File: src/rtl/sqrp_pkg.sv
package sqrp_pkg;

   // default counter width for half-period timing
   localparam int COUNT_WIDTH_DEF = 17;
   // width used for clamping before narrowing to the counter width
   localparam int WIDE_W = 25;

   // command codes
   localparam logic [2:0] MODE_TICK       = 3'd0;
   localparam logic [2:0] MODE_QUAD_OPEN  = 3'd1;
   localparam logic [2:0] MODE_QUAD_CLOSE = 3'd2;
   localparam logic [2:0] MODE_NORM_OPEN  = 3'd3;
   localparam logic [2:0] MODE_NORM_CLOSE = 3'd4;
   localparam logic [2:0] MODE_CALIB      = 3'd5;

   // position status codes
   localparam logic [1:0] STAT_OPENED = 2'd0;
   localparam logic [1:0] STAT_CLOSED = 2'd1;
   localparam logic [1:0] STAT_ERROR  = 2'd2;

   // register indexes
   localparam logic [2:0] REG_QUAD_A      = 3'd0;
   localparam logic [2:0] REG_QUAD_B      = 3'd1;
   localparam logic [2:0] REG_X_START     = 3'd2;
   localparam logic [2:0] REG_X_STEP      = 3'd3;
   localparam logic [2:0] REG_STEP_COUNT  = 3'd4;
   localparam logic [2:0] REG_NORMAL_HALF = 3'd5;
   localparam logic [2:0] REG_CALIB_HALF  = 3'd6;

   // register reset values
   localparam logic [15:0] QUAD_A_RST      = 16'd9600;
   localparam logic [15:0] QUAD_B_RST      = 16'd0;
   localparam logic [15:0] X_START_RST     = 16'hB000;
   localparam logic [14:0] X_STEP_RST      = 15'd154;
   localparam logic [15:0] STEP_COUNT_RST  = 16'd267;
   localparam logic [15:0] NORMAL_HALF_RST = 16'd1000;
   localparam logic [15:0] CALIB_HALF_RST  = 16'd5000;

   typedef struct packed {
      logic [15:0]        quad_a;
      logic [15:0]        quad_b;
      logic signed [15:0] x_start;
      logic [14:0]        x_step;
      logic [15:0]        step_count;
      logic [15:0]        normal_half_period;
      logic [15:0]        calib_half_period;
   } cfg_type;

   // status from the two limit switch levels
   function automatic logic [1:0] switch_status(input logic op, input logic cl);
      logic [1:0] st;
      if (op && !cl) begin
         st = STAT_OPENED;
      end else if (!op && cl) begin
         st = STAT_CLOSED;
      end else begin
         st = STAT_ERROR;
      end
      return st;
   endfunction

   // end test for normal moves and calibration
   function automatic logic end_reached(input logic [2:0] m, input logic op,
                                        input logic cl);
      logic hit;
      if (m == MODE_NORM_OPEN) begin
         hit = op;
      end else if (m == MODE_NORM_CLOSE) begin
         hit = cl;
      end else begin
         hit = (switch_status(op, cl) == STAT_OPENED);
      end
      return hit;
   endfunction

endpackage

File: src/rtl/sqrp_ifs.sv
// tick/command word channel
interface sqrp_req_if;
   logic       valid;
   logic       ready;
   logic [2:0] mode;
   logic       open_switch;
   logic       close_switch;

   modport source (output valid, mode, open_switch, close_switch, input ready);
   modport sink   (input valid, mode, open_switch, close_switch, output ready);
endinterface

// output level word channel
interface sqrp_rsp_if;
   logic       valid;
   logic       ready;
   logic       step_pulse;
   logic       direction;
   logic       busy_res;
   logic [1:0] position_status;

   modport source (output valid, step_pulse, direction, busy_res, position_status,
                   input ready);
   modport sink   (input valid, step_pulse, direction, busy_res, position_status,
                   output ready);
endinterface

// register write channel
interface sqrp_csr_if;
   logic        valid;
   logic        ready;
   logic [2:0]  index;
   logic [15:0] data;

   modport source (output valid, index, data, input ready);
   modport sink   (input valid, index, data, output ready);
endinterface

File: src/rtl/sqrp_csr.sv
module sqrp_csr (
   input  logic              clock,
   input  logic              reset,
   sqrp_csr_if.sink          csr_chan,
   output sqrp_pkg::cfg_type cfg
);

   sqrp_pkg::cfg_type cfg_ff;

   // writes are always taken
   assign csr_chan.ready = 1'b1;
   assign cfg = cfg_ff;

   always_ff @(posedge clock) begin
      if (reset) begin
         cfg_ff.quad_a             <= sqrp_pkg::QUAD_A_RST;
         cfg_ff.quad_b             <= sqrp_pkg::QUAD_B_RST;
         cfg_ff.x_start            <= sqrp_pkg::X_START_RST;
         cfg_ff.x_step             <= sqrp_pkg::X_STEP_RST;
         cfg_ff.step_count         <= sqrp_pkg::STEP_COUNT_RST;
         cfg_ff.normal_half_period <= sqrp_pkg::NORMAL_HALF_RST;
         cfg_ff.calib_half_period  <= sqrp_pkg::CALIB_HALF_RST;
      end else if (csr_chan.valid) begin
         unique case (csr_chan.index)
            sqrp_pkg::REG_QUAD_A:      cfg_ff.quad_a             <= csr_chan.data;
            sqrp_pkg::REG_QUAD_B:      cfg_ff.quad_b             <= csr_chan.data;
            sqrp_pkg::REG_X_START:     cfg_ff.x_start            <= csr_chan.data;
            sqrp_pkg::REG_X_STEP:      cfg_ff.x_step             <= csr_chan.data[14:0];
            sqrp_pkg::REG_STEP_COUNT:  cfg_ff.step_count         <= csr_chan.data;
            sqrp_pkg::REG_NORMAL_HALF: cfg_ff.normal_half_period <= csr_chan.data;
            sqrp_pkg::REG_CALIB_HALF:  cfg_ff.calib_half_period  <= csr_chan.data;
            default: ;
         endcase
      end
   end

endmodule

File: src/rtl/sqrp_mul.sv
module sqrp_mul (
   input  logic        clock,
   input  logic [15:0] op_a,
   input  logic [15:0] op_b,
   output logic [31:0] prod_ff
);

   // shared 16x16 unsigned multiplier, product registered
   always_ff @(posedge clock) begin
      prod_ff <= 32'(op_a) * 32'(op_b);
   end

endmodule

File: src/rtl/stepper_quadratic_ramp_pulser.sv
// Step/direction pulse generator with a quadratic speed ramp.
// req_chan carries one word per microsecond tick: a command mode and the two
// limit switch levels. Every accepted req word yields exactly one rsp word on
// rsp_chan with the step and direction levels, a busy flag and the latched
// position status, all as they stand after that tick. csr_chan writes the
// seven ramp/period registers; it is always ready. The user must use it
// only while idle; the block itself does not enforce this. A req word goes
// from EXEC to OUT, and OUT registers its rsp word. Ticks that load a new
// ramp half period (a quadratic move starting with a nonzero step count, or
// a ramp step ending with more steps to go) also pass SQ, LO, HI and SUM;
// they recompute a*x^2+b on the one shared 16x16 multiplier in three passes
// (x*x, then a times the low and high halves of x^2). req_ready is high only
// in the idle state of the sequencer, so a new req word is taken only once
// the last one is through. A stalled receiver holds the rsp word in its
// output register; the next req word is still taken and worked, and its
// result waits until the register frees up.
// Reset (synchronous) restores register defaults, stops any move, drives
// step low and sets the position status to error.
module stepper_quadratic_ramp_pulser #(
   parameter int COUNT_WIDTH = sqrp_pkg::COUNT_WIDTH_DEF
) (
   input  logic        clock,
   input  logic        reset,
   sqrp_req_if.sink    req_chan,
   sqrp_rsp_if.source  rsp_chan,
   sqrp_csr_if.sink    csr_chan
);

   localparam int WW = sqrp_pkg::WIDE_W;
   localparam logic [WW-1:0] CNT_MAX_W = {{(WW - COUNT_WIDTH){1'b0}}, {COUNT_WIDTH{1'b1}}};

   // sequencer states
   localparam logic [2:0] S_IDLE = 3'd0;
   localparam logic [2:0] S_EXEC = 3'd1;
   localparam logic [2:0] S_SQ   = 3'd2;
   localparam logic [2:0] S_LO   = 3'd3;
   localparam logic [2:0] S_HI   = 3'd4;
   localparam logic [2:0] S_SUM  = 3'd5;
   localparam logic [2:0] S_OUT  = 3'd6;

   // saturate to the counter range, zero becomes one
   function automatic logic [COUNT_WIDTH-1:0] clamp_period(input logic [WW-1:0] v);
      logic [COUNT_WIDTH-1:0] r;
      if (v > CNT_MAX_W) begin
         r = CNT_MAX_W[COUNT_WIDTH-1:0];
      end else if (v == '0) begin
         r = {{(COUNT_WIDTH - 1){1'b0}}, 1'b1};
      end else begin
         r = v[COUNT_WIDTH-1:0];
      end
      return r;
   endfunction

   sqrp_pkg::cfg_type cfg;

   logic [2:0]             state_ff, state_in;
   logic [2:0]             mode_ff, mode_in;
   logic                   op_ff, op_in;
   logic                   cl_ff, cl_in;
   logic [2:0]             active_ff, active_in;
   logic [COUNT_WIDTH-1:0] hc_ff, hc_in;
   logic [COUNT_WIDTH-1:0] hp_ff, hp_in;
   logic [15:0]            steps_ff, steps_in;
   logic signed [15:0]     x_ff, x_in;
   logic                   pulse_ff, pulse_in;
   logic                   dir_ff, dir_in;
   logic [1:0]             status_ff, status_in;
   logic [14:0]            sq_hi_ff, sq_hi_in;
   logic [31:0]            lo_ff, lo_in;
   logic                   rsp_valid_ff, rsp_valid_in;
   logic                   rsp_pulse_ff, rsp_pulse_in;
   logic                   rsp_dir_ff, rsp_dir_in;
   logic                   rsp_busy_ff, rsp_busy_in;
   logic [1:0]             rsp_status_ff, rsp_status_in;

   logic [15:0]            mul_a, mul_b;
   logic [31:0]            prod;
   logic [15:0]            abs_x;
   logic [COUNT_WIDTH-1:0] hc_inc;
   logic                   period_end;
   logic [15:0]            steps_dec;
   logic [16:0]            x_sum;
   logic signed [15:0]     x_next;
   logic [47:0]            acc;
   logic [18:0]            curve_sum;
   logic [15:0]            fixed_half;
   logic                   quad_cmd;
   logic                   norm_cmd;
   logic                   quad_active;

   sqrp_csr u_csr (
      .clock    (clock),
      .reset    (reset),
      .csr_chan (csr_chan),
      .cfg      (cfg)
   );

   sqrp_mul u_mul (
      .clock   (clock),
      .op_a    (mul_a),
      .op_b    (mul_b),
      .prod_ff (prod)
   );

   // datapath helpers
   assign abs_x      = x_ff[15] ? (~x_ff + 16'd1) : x_ff;
   assign hc_inc     = hc_ff + {{(COUNT_WIDTH - 1){1'b0}}, 1'b1};
   assign period_end = (hc_inc >= hp_ff);
   assign steps_dec  = steps_ff - 16'd1;
   assign x_sum      = {x_ff[15], x_ff} + {2'b00, cfg.x_step};
   assign x_next     = (!x_sum[16] && x_sum[15]) ? 16'sh7FFF : x_sum[15:0];
   assign acc        = {prod, 16'h0000} + {16'h0000, lo_ff};
   assign curve_sum  = {1'b0, acc[47:30]} + {3'b000, cfg.quad_b};
   assign fixed_half = (mode_ff == sqrp_pkg::MODE_CALIB) ? cfg.calib_half_period
                                                         : cfg.normal_half_period;
   assign quad_cmd   = (mode_ff == sqrp_pkg::MODE_QUAD_OPEN) ||
                       (mode_ff == sqrp_pkg::MODE_QUAD_CLOSE);
   assign norm_cmd   = (mode_ff == sqrp_pkg::MODE_NORM_OPEN) ||
                       (mode_ff == sqrp_pkg::MODE_NORM_CLOSE) ||
                       (mode_ff == sqrp_pkg::MODE_CALIB);
   assign quad_active = (active_ff == sqrp_pkg::MODE_QUAD_OPEN) ||
                        (active_ff == sqrp_pkg::MODE_QUAD_CLOSE);

   // multiplier operand select
   always_comb begin
      mul_a = cfg.quad_a;
      mul_b = 16'd0;
      unique case (state_ff)
         S_SQ: begin
            mul_a = abs_x;
            mul_b = abs_x;
         end
         S_LO:    mul_b = prod[15:0];
         S_HI:    mul_b = {1'b0, sq_hi_ff};
         default: ;
      endcase
   end

   assign req_chan.ready         = (state_ff == S_IDLE);
   assign rsp_chan.valid         = rsp_valid_ff;
   assign rsp_chan.step_pulse    = rsp_pulse_ff;
   assign rsp_chan.direction     = rsp_dir_ff;
   assign rsp_chan.busy_res      = rsp_busy_ff;
   assign rsp_chan.position_status = rsp_status_ff;

   // sequencer
   always_comb begin
      state_in      = state_ff;
      mode_in       = mode_ff;
      op_in         = op_ff;
      cl_in         = cl_ff;
      active_in     = active_ff;
      hc_in         = hc_ff;
      hp_in         = hp_ff;
      steps_in      = steps_ff;
      x_in          = x_ff;
      pulse_in      = pulse_ff;
      dir_in        = dir_ff;
      status_in     = status_ff;
      sq_hi_in      = sq_hi_ff;
      lo_in         = lo_ff;
      rsp_valid_in  = rsp_valid_ff && !rsp_chan.ready;
      rsp_pulse_in  = rsp_pulse_ff;
      rsp_dir_in    = rsp_dir_ff;
      rsp_busy_in   = rsp_busy_ff;
      rsp_status_in = rsp_status_ff;

      unique case (state_ff)
         S_IDLE: begin
            if (req_chan.valid) begin
               mode_in  = req_chan.mode;
               op_in    = req_chan.open_switch;
               cl_in    = req_chan.close_switch;
               state_in = S_EXEC;
            end
         end

         S_EXEC: begin
            state_in = S_OUT;
            if (active_ff == sqrp_pkg::MODE_TICK) begin
               // idle: look at the command
               if (quad_cmd) begin
                  dir_in   = (mode_ff == sqrp_pkg::MODE_QUAD_CLOSE);
                  steps_in = cfg.step_count;
                  x_in     = cfg.x_start;
                  if (cfg.step_count == 16'd0) begin
                     active_in = sqrp_pkg::MODE_TICK;
                     pulse_in  = 1'b0;
                     hc_in     = '0;
                     status_in = sqrp_pkg::switch_status(op_ff, cl_ff);
                  end else begin
                     active_in = mode_ff;
                     hc_in     = '0;
                     pulse_in  = 1'b1;
                     state_in  = S_SQ;
                  end
               end else if (norm_cmd) begin
                  dir_in = (mode_ff == sqrp_pkg::MODE_NORM_CLOSE);
                  if (sqrp_pkg::end_reached(mode_ff, op_ff, cl_ff)) begin
                     active_in = sqrp_pkg::MODE_TICK;
                     pulse_in  = 1'b0;
                     hc_in     = '0;
                     status_in = sqrp_pkg::switch_status(op_ff, cl_ff);
                  end else begin
                     active_in = mode_ff;
                     hp_in     = clamp_period({{(WW - 16){1'b0}}, fixed_half});
                     hc_in     = '0;
                     pulse_in  = 1'b1;
                  end
               end
            end else if (!period_end) begin
               hc_in = hc_inc;
            end else begin
               // half period done
               hc_in = '0;
               if (pulse_ff) begin
                  pulse_in = 1'b0;
               end else if (quad_active) begin
                  steps_in = steps_dec;
                  x_in     = x_next;
                  if (steps_dec == 16'd0) begin
                     active_in = sqrp_pkg::MODE_TICK;
                     pulse_in  = 1'b0;
                     status_in = sqrp_pkg::switch_status(op_ff, cl_ff);
                  end else begin
                     pulse_in = 1'b1;
                     state_in = S_SQ;
                  end
               end else if (sqrp_pkg::end_reached(active_ff, op_ff, cl_ff)) begin
                  active_in = sqrp_pkg::MODE_TICK;
                  pulse_in  = 1'b0;
                  status_in = sqrp_pkg::switch_status(op_ff, cl_ff);
               end else begin
                  pulse_in = 1'b1;
               end
            end
         end

         // x*x issued this cycle
         S_SQ: state_in = S_LO;

         // x^2 ready: keep high half, issue a*low
         S_LO: begin
            sq_hi_in = prod[30:16];
            state_in = S_HI;
         end

         // a*low ready: keep it, issue a*high
         S_HI: begin
            lo_in    = prod;
            state_in = S_SUM;
         end

         // combine, add offset, clamp
         S_SUM: begin
            hp_in    = clamp_period({{(WW - 19){1'b0}}, curve_sum});
            state_in = S_OUT;
         end

         S_OUT: begin
            if (!rsp_valid_ff || rsp_chan.ready) begin
               rsp_valid_in  = 1'b1;
               rsp_pulse_in  = pulse_ff;
               rsp_dir_in    = dir_ff;
               rsp_busy_in   = (active_ff != sqrp_pkg::MODE_TICK);
               rsp_status_in = status_ff;
               state_in      = S_IDLE;
            end
         end

         default: state_in = S_IDLE;
      endcase
   end

   // control and move state
   always_ff @(posedge clock) begin
      if (reset) begin
         state_ff     <= S_IDLE;
         active_ff    <= sqrp_pkg::MODE_TICK;
         hc_ff        <= '0;
         hp_ff        <= '0;
         steps_ff     <= '0;
         x_ff         <= '0;
         pulse_ff     <= 1'b0;
         dir_ff       <= 1'b0;
         status_ff    <= sqrp_pkg::STAT_ERROR;
         rsp_valid_ff <= 1'b0;
      end else begin
         state_ff     <= state_in;
         active_ff    <= active_in;
         hc_ff        <= hc_in;
         hp_ff        <= hp_in;
         steps_ff     <= steps_in;
         x_ff         <= x_in;
         pulse_ff     <= pulse_in;
         dir_ff       <= dir_in;
         status_ff    <= status_in;
         rsp_valid_ff <= rsp_valid_in;
      end
   end

   // payload registers
   always_ff @(posedge clock) begin
      mode_ff       <= mode_in;
      op_ff         <= op_in;
      cl_ff         <= cl_in;
      sq_hi_ff      <= sq_hi_in;
      lo_ff         <= lo_in;
      rsp_pulse_ff  <= rsp_pulse_in;
      rsp_dir_ff    <= rsp_dir_in;
      rsp_busy_ff   <= rsp_busy_in;
      rsp_status_ff <= rsp_status_in;
   end

endmodule

File: src/flat_wrapper.sv
// flat-port wrapper written by rule: the top's interface ports become plain ports
module stepper_quadratic_ramp_pulser_flat 
#(
   parameter int COUNT_WIDTH = sqrp_pkg::COUNT_WIDTH_DEF
)
  (clock, reset, req_chan_valid, req_chan_mode, req_chan_open_switch, req_chan_close_switch, req_chan_ready, rsp_chan_valid, rsp_chan_step_pulse, rsp_chan_direction, rsp_chan_busy_res, rsp_chan_position_status, rsp_chan_ready, csr_chan_valid, csr_chan_index, csr_chan_data, csr_chan_ready);
  sqrp_req_if req_chan_i ();
  sqrp_rsp_if rsp_chan_i ();
  sqrp_csr_if csr_chan_i ();
  input  logic clock;
  input  logic reset;
  input wire logic [$bits(req_chan_i.valid)-1:0] req_chan_valid;
  input wire logic [$bits(req_chan_i.mode)-1:0] req_chan_mode;
  input wire logic [$bits(req_chan_i.open_switch)-1:0] req_chan_open_switch;
  input wire logic [$bits(req_chan_i.close_switch)-1:0] req_chan_close_switch;
  output wire logic [$bits(req_chan_i.ready)-1:0] req_chan_ready;
  output wire logic [$bits(rsp_chan_i.valid)-1:0] rsp_chan_valid;
  output wire logic [$bits(rsp_chan_i.step_pulse)-1:0] rsp_chan_step_pulse;
  output wire logic [$bits(rsp_chan_i.direction)-1:0] rsp_chan_direction;
  output wire logic [$bits(rsp_chan_i.busy_res)-1:0] rsp_chan_busy_res;
  output wire logic [$bits(rsp_chan_i.position_status)-1:0] rsp_chan_position_status;
  input wire logic [$bits(rsp_chan_i.ready)-1:0] rsp_chan_ready;
  input wire logic [$bits(csr_chan_i.valid)-1:0] csr_chan_valid;
  input wire logic [$bits(csr_chan_i.index)-1:0] csr_chan_index;
  input wire logic [$bits(csr_chan_i.data)-1:0] csr_chan_data;
  output wire logic [$bits(csr_chan_i.ready)-1:0] csr_chan_ready;
  assign req_chan_i.valid = req_chan_valid;
  assign req_chan_i.mode = req_chan_mode;
  assign req_chan_i.open_switch = req_chan_open_switch;
  assign req_chan_i.close_switch = req_chan_close_switch;
  assign req_chan_ready = req_chan_i.ready;
  assign rsp_chan_valid = rsp_chan_i.valid;
  assign rsp_chan_step_pulse = rsp_chan_i.step_pulse;
  assign rsp_chan_direction = rsp_chan_i.direction;
  assign rsp_chan_busy_res = rsp_chan_i.busy_res;
  assign rsp_chan_position_status = rsp_chan_i.position_status;
  assign rsp_chan_i.ready = rsp_chan_ready;
  assign csr_chan_i.valid = csr_chan_valid;
  assign csr_chan_i.index = csr_chan_index;
  assign csr_chan_i.data = csr_chan_data;
  assign csr_chan_ready = csr_chan_i.ready;
  stepper_quadratic_ramp_pulser #(.COUNT_WIDTH(COUNT_WIDTH)) u_core (.clock(clock), .reset(reset), .req_chan(req_chan_i), .rsp_chan(rsp_chan_i), .csr_chan(csr_chan_i));
endmodule
File: config.mk
export PLATFORM = sky130hd
export DESIGN_NAME = stepper_quadratic_ramp_pulser_flat
export DESIGN_NICKNAME = d
export VERILOG_FILES = /design/src/rtl/sqrp_pkg.sv /design/src/rtl/sqrp_ifs.sv /design/src/rtl/sqrp_csr.sv /design/src/rtl/sqrp_mul.sv /design/src/rtl/stepper_quadratic_ramp_pulser.sv /design/src/flat_wrapper.sv
export SDC_FILE = /design/constraint.sdc
export NUM_CORES = 1
export LEC_CHECK = 0
export ABC_AREA = 1
export BUFFER_PORTS_ARGS = -buffer_cell sky130_fd_sc_hd__buf_2
export CORE_MARGIN = 10
export CORE_UTILIZATION = 57
export CTS_BUF_LIST = sky130_fd_sc_hd__clkbuf_2
export DETAILED_ROUTE_END_ITERATION = 8
export GPL_TIMING_DRIVEN = 0
export PLACE_DENSITY = 0.77
export SLEW_MARGIN = 10
export SYNTH_ARGS = -nofsm -noshare
export SYNTH_HDL_FRONTEND = slang
export SYNTH_SLANG_ARGS = --single-unit
File: constraint.sdc
create_clock -name clock -period 6.7 [get_ports clock]
set_input_delay 1.34 -clock clock [delete_from_list [all_inputs] [get_ports clock]]
set_output_delay 1.34 -clock clock [all_outputs]
set_load 0.005 [all_outputs]
## After elaboration in Yosys (flattened, before gate mapping)

Index checks and enable logic that the tools add are counted.
W data, S select, Z words.

| storage, ports and cells | value |
|---|---|
| bits in registers | 277 |
| output and inout bits | 8 |
| word-level logic and storage cells | 215 |

| cells by class | value |
|---|---|
| add/subtract/negate cells | 6 |
| multiply operators | 1 |
| $lt $le $gt $ge | 2 |
| equal/unequal tests | 33 |
| multiplexer cells | 99 |
| bitwise gates (word level) | 1 |
| reduce and logical (&&, ||, !) cells | 46 |

Operator list:

| cell | count |
|---|---|
| $mux W16 | 15 |
| $mux W17 | 10 |
| $mux W3 | 19 |
| $mux W2 | 25 |
| $add A48 B32 Y48 | 1 |
| $logic_not A16 Y1 | 3 |
| $pmux W16 S3 | 1 |
| $pmux W17 S2 | 1 |
| $mul A16 B16 Y32 | 1 |
| $eq A3 B3 Y1 const B | 9 |
| $mux W1 | 27 |
| $eq A3 B2 Y1 const B | 8 |
| $reduce_and A2 Y1 | 11 |
| $pmux W3 S7 | 1 |
| $add A18 B16 Y19 | 1 |
| $gt A19 B17 Y1 const B | 1 |
| $logic_not A19 Y1 | 1 |
| $add A16 B16 Y17 | 1 |
| $add A17 B1 Y17 const B | 1 |
| $ge A17 B17 Y1 | 1 |
| $add A16 B1 Y16 const B | 1 |
| $not A16 Y16 | 1 |
| $sub A16 B1 Y16 const B | 1 |
| $eq A3 B1 Y1 const B | 4 |
| other kinds (16) | 43 |

## Depth between registers and ports, before layout

| depth | value |
|---|---|
| depth after elaboration | 24 |
| gate-level depth with buffers | 38 |

## Hierarchy

Synthesis repeated with hierarchy kept, for this count alone.

| unflattened totals | value |
|---|---|
| cells, all modules | 3559 |
| area, all modules | 24567.3 sq um |

Modules (own cells, without submodules):

| module | instances | cells each | area each (sq um) | seq. area each (sq um) |
|---|---|---|---|---|
| sqrp_mul | 1 | 1412 | 10142.2 | 640.6 |
| stepper_quadratic_ramp_pulser | 1 | 1536 | 10069.7 | 2772.7 |
| sqrp_csr | 1 | 611 | 4355.4 | 2222.1 |

## Worst setup path after synthesis

OpenSTA, ideal clock, no wires.

| timing path | value |
|---|---|
| kind | flip-flop to flip-flop |
| from | register u_core.x_ff[1] |
| to | register u_core.u_mul.prod_ff[28] |
| data arrival time | 6.596 ns |
| path slack | 0.032 ns |
| cell stages (with the launch flop) | 37 |
| path buffers | 1 |
| clock period less this slack | 6.668 ns |
| cell sequence | dfxtp_1 -> inv_1 -> ha_1 -> inv_1 -> nor3_2 -> nand3_1 -> nor3_2 -> nand2_1 -> inv_1 -> nor2_1 -> nand2_1 -> nand2_1 -> nor2_1 -> nor2_1 -> inv_1 -> buf_2 -> nand2_1 -> fa_1 -> inv_1 -> fa_1 -> fa_1 -> fa_1 -> fa_1 -> inv_1 -> fa_1 -> inv_1 -> ha_1 -> nand2_1 -> nor2_1 -> nor3b_1 -> nand4_1 -> nand3_1 -> nand3_1 -> nand2_1 -> a21oi_1 -> o21bai_1 -> xor2_1 |

| on the way | value |
|---|---|
| word-level cells in the longest chain between the ends | 5 |

Ends and longest elaborated chain:

| what | line | text |
|---|---|---|
| start, declared | stepper_quadratic_ramp_pulser.sv:64 | `logic signed [15:0] x_ff, x_in;` |
| start signal, assigned | stepper_quadratic_ramp_pulser.sv:294 | `x_ff <= x_in;` |
| $not A16 Y16 | stepper_quadratic_ramp_pulser.sv:106 | `assign abs_x = x_ff[15] ? (~x_ff + 16'd1) : x_ff;` |
| $add A16 B1 Y16 | stepper_quadratic_ramp_pulser.sv:106 |  |
| $mux W16 (*) | stepper_quadratic_ramp_pulser.sv:106 |  |
| $pmux W16 S3 or $mux W16 (tied branches) | stepper_quadratic_ramp_pulser.sv:128 | `unique case (state_ff)` |
| $mul A16 B16 Y32 (*) | sqrp_mul.sv:10 | `prod_ff <= 32'(op_a) * 32'(op_b);` |
| end signal, assigned | sqrp_mul.sv:10 |  |
| end, declared | sqrp_mul.sv:5 | `output logic [31:0] prod_ff` |

Every way passes the cells marked *; elsewhere a longest branch is shown, timed or not.
A chain may end at the register's enable or synchronous reset.

## Worst setup path in the final report

| timing path | value |
|---|---|
| from | register u_core.x_ff[0] |
| to | register u_core.u_mul.prod_ff[21] |

The elaborated chain is that of the path after synthesis.

==> metrics list <==
* Clock Tree Root: clkbuf_2
- Worst path slowest cell: fa_1
- Of the cells placed in the final design, the portion with a size suffix greater than 1 is 15.9%.
* Die outline height: 220 um
- Sequential area share after synthesis: 24.7%
- For the pin with the worst max-slew slack, the measured transition is 1.14 ns.
* IO Pins: 37
- The initial antenna violation count was 1.
- Reg clk slew, reported paths: 0.11 ns
- Biggest area contributors in the synthesized netlist: dfxtp_1, fa_1, nand2_1
* Maximum number of pins on one net before global-route repair: 26
- Initial Util: 57.6%
- Depth of the most critical reg-to-reg path: 31
- Static timing analysis puts the maximum clock frequency at 143 MHz.
- Cells fill 65.2% of the core in the end.
- RSZ-0062 raised after global routing: yes
* Worst Path Buf+Inv: 6
- Final critical-path share of the clock period: 104%
- At the end of the flow, the number of nets in the layout was 3622.
- Setup crit end kind: flip-flop
* Hold Path Cell Cnt: 0
- The checks that failed: setup timing.
* All-layer global routing usage: 28.3%
- The first global-routing pass estimated 109000 um of wire.
- dfxtp_1 takes more of the synthesized area than any other cell.
- Placer Congestion: 1.01
- Summing all flip-flop and latch instances after layout gives 5650 um2.
* # H-tree levels: 3
- After detailed routing, the average wire length per cell comes to 18.4 um.
- The tool flagged a number of max-cap violations equal to 0.
* Number of sinks driven by the clock tree: 261
- Data on the critical path arrives at its endpoint at 7.80 ns.
- Via count: 21700
- The total overflow left after global routing is 0.
* Startpoint class of the critical path: flip-flop
- Launch point of the worst reg-to-reg path: u_core.x_ff[0]
* Multi-input logic area: 15600 um2
* Number of library cell types mapped by synthesis: 63
* Max-slew violation total from the final report: 0
- Fill cells in the final layout number 3348.
- Main flop type after synthesis: dfxtp_1
- The first detailed-routing pass ran for 6 iterations.
* Register bit count reported by yosys: 261
- After synthesis, the share of flip-flops with an asynchronous set or reset is 0%.
- Net Count, Synth: 3433
- The cell count after synthesis came out at 3035.
- PD cells: 278 nW/um2
- Min-delay src: u_core.status_ff[0]
* CP Class: reg -> reg
* Most common cell on crit path: fa_1
- Worst ir drop on vdd: 0.139 mV
- Hold crit path type: reg -> reg
- After detailed routing, the number of vias per cell comes to 5.71.
- For this block, the routed nets add up to 69800 um of wire.
- Yosys printed 0 warnings.
- Minimum setup slack among reg-to-reg paths: -0.28 ns
* Worst stage delay on the critical path: 0.55 ns
- For the finished layout, the period the worst path requires is 6.98 ns.
- On the final layout, the worst clock skew is 0.0677 ns.
* TritonCTS Buffers: 68
* Run status: complete, but fails checks
- Final count of negative-setup-slack endpoints: 13
- DRC violation count after routing: 0
* # placed instances: 3595
- The finished layout holds 3796 standard cells, fillers aside.
- The total area inside the core boundary comes to 39600 um2.
- Number of buffers on the longest clock path: 3
* Worst reg2reg endpoint: u_core.u_mul.prod_ff[21]
* Mean area per synthesized cell: 7.52 um2
- For hold timing, the worst endpoint is u_core.rsp_chan.position_status[0].
- Fraction of post-synthesis cell area in the top cell type by area: 19.3%
- Iteration-0 DRC count of the detailed router: 2223
* Number of failing hold endpoints at the final stage: 0
* Cts-stage hold buffer count: 0
- Headroom to the max-slew limit came out at 23.2%.
- Clock tree from TritonCTS: built
* Final HPWL from detailed placement: 52300 um
- Buffers placed on the I/O ports in this run total 35.
- In this run the cell area of the synthesized design comes to 22800 um2.
- In this run the remaining antenna-violating nets after routing total 0.
* Required time of the critical path: 7.52 ns
* Die width: 220 um
- Compared with the post-synthesis result, the final layout area differs by 13.3%.
- In this run the static leakage power is 12.7 nW.
- Number of placement rows: 73
- Of all nets on the critical path, the largest fanout is 5.
- Die Area: 48400 um2
* Largest delay share family, worst path: adder cells
- Final setup slack of the worst path: -0.275 ns
* Worst-skew pair later-pin latency: 0.90 ns
* Number of enable-type register cells in the synthesized netlist: 41
- The via count of the first global-routing pass was 21900.
==> report_power, final <==
part | leakage, nW | internal, mW | switching, mW
logic | 10.1 | 1.49 | 2.58
clock network | 0.435 | 0.410 | 0.680
registers | 2.17 | 1.81 | 0.217
total | 12.7 | 3.71 | 3.48
==> state kept, by name (all words and copies together) (netlist names), 2 cells and up <==
| register | cells |
|---|---|
| u_core.lo_ff | 16 |
| u_core.u_csr.cfg | 111 |
| u_core.mode_ff | 3 |
| u_core.steps_ff | 16 |
| u_core.hp_ff | 17 |
| u_core.status_ff | 2 |
| u_core.sq_hi_ff | 15 |
| u_core.state_ff | 3 |
| u_core.active_ff | 3 |
| u_core.hc_ff | 17 |
| u_core.x_ff | 16 |
| u_core.rsp_chan.position_status | 2 |
| u_core.u_mul.prod_ff | 32 |
==> cell type report <==
| cell class | count | area share (%) |
|---|---|---|
| buffer | 92 | 2.09 |
| antenna | 2 | 0.0194 |
| inverter | 517 | 7.57 |
| sequential | 261 | 21.8 |
| clock inverter | 23 | 0.479 |
| clock buffer | 92 | 1.78 |
| tap | 525 | 2.54 |
| timing repair buffer | 119 | 3.32 |
| multi-input combinational | 2165 | 60.4 |
==> synth_stat cells, types with 12 or more instances <==
library cell	count
nand2_1	612
inv_1	486
nor2_1	388
dfxtp_1	220
fa_1	196
o21ai_0	177
a21oi_1	176
ha_1	173
nand3_1	112
xor2_1	50
clkbuf_1	49
edfxtp_1	41
nand4_1	33
inv_2	28
xnor2_1	26
buf_2	25
nor3_1	21
a31oi_1	18
o211ai_1	18
nand2_2	16
a22o_1	14
buf_4	13
nand3_2	13
nor2_2	12
==> metrics by stage <==
stage	power, mW	setup slack, ns	instance area (um2)	TNS (ns)	hold slack, ns
6_report	7.19	-0.275	25900	-2.29	0.448
5_1_grt	7.69	-0.559	25900	-5.85	0.488
4_1_cts	6.91	-0.111	25300	-0.461	0.456
3_5_place_dp	5.42	-1.02	23600	-12.25	0.423
3_3_place_gp	5.36	-0.963	23600	-10.36	0.417
2_1_floorplan	4.43	0.0320	22800	0	0.408
==> how the worst max path moves through the flow <==
stage                    from                       end  slack, ns  cells after the start
5_1_grt        u_core.x_ff[0]  u_core.u_mul.prod_ff[21]      -0.56                     31
6_report       u_core.x_ff[0]  u_core.u_mul.prod_ff[21]      -0.28                     31
4_1_cts        u_core.x_ff[0]  u_core.u_mul.prod_ff[30]      -0.11                     35
2_1_floorplan  u_core.x_ff[1]  u_core.u_mul.prod_ff[28]       0.03                     36
3_3_place_gp   u_core.x_ff[1]  u_core.u_mul.prod_ff[28]      -0.96                     36
3_5_place_dp   u_core.x_ff[1]  u_core.u_mul.prod_ff[30]      -1.02                     36
==> cells by family (layout without fill, tap and decap cells) <==
family	count (synthesis)	count (layout)	share of synthesized area [%]
simple gates	1257	1257	23.6
buf+inv	609	843	10.5
compound gates	457	457	11.3
fa+ha+maj	369	369	26.7
flops	261	261	24.7
xor+xnor	77	77	2.99
mux	4	4	0.175
other cells	1	3	0.0164
==> worst reg2reg max path, delay by kind of cell, from the launching register on <==
| family | cells | cell delay [ns] |
|---|---|---|
| XOR/XNOR | 1 | 0.19 |
| AO/OA/AOI/OAI | 5 | 0.73 |
| flip-flops | 1 | 0.39 |
| adder cells (fa/ha/maj) | 7 | 3.37 |
| AND/OR/NAND/NOR | 12 | 1.67 |
| buffers and inverters | 6 | 0.56 |
==> layout by cell type (no fill, tap or decap), types with 42 or more instances in the layout <==
cell / count
nor2_1: 373
ha_1: 156
buf_2: 47
nand2_1: 593
xor2_1: 50
a21oi_1: 152
o21ai_0: 169
buf_4: 90
clkbuf_2: 94
clkbuf_1: 47
dfxtp_1: 216
inv_1: 469
inv_2: 42
fa_1: 183
nand3_1: 101
==> timing repair <==
action / in CTS / in global routing
resized for setup: 164 / 73
buffers inserted: 57 / 27
pin swaps: 80 / 62
endpoints found under the setup margin: 20 / 19
==> layer usage <==
metal,up-vias,track usage [%],wire (um)
li1,10000,-,-
met1,10200,33.1,26800
met2,1081,47.8,32800
met3,336,5.27,5610
met4,0,17.1,4590
met5,-,0,0
(Power assumes the default switching activity.)
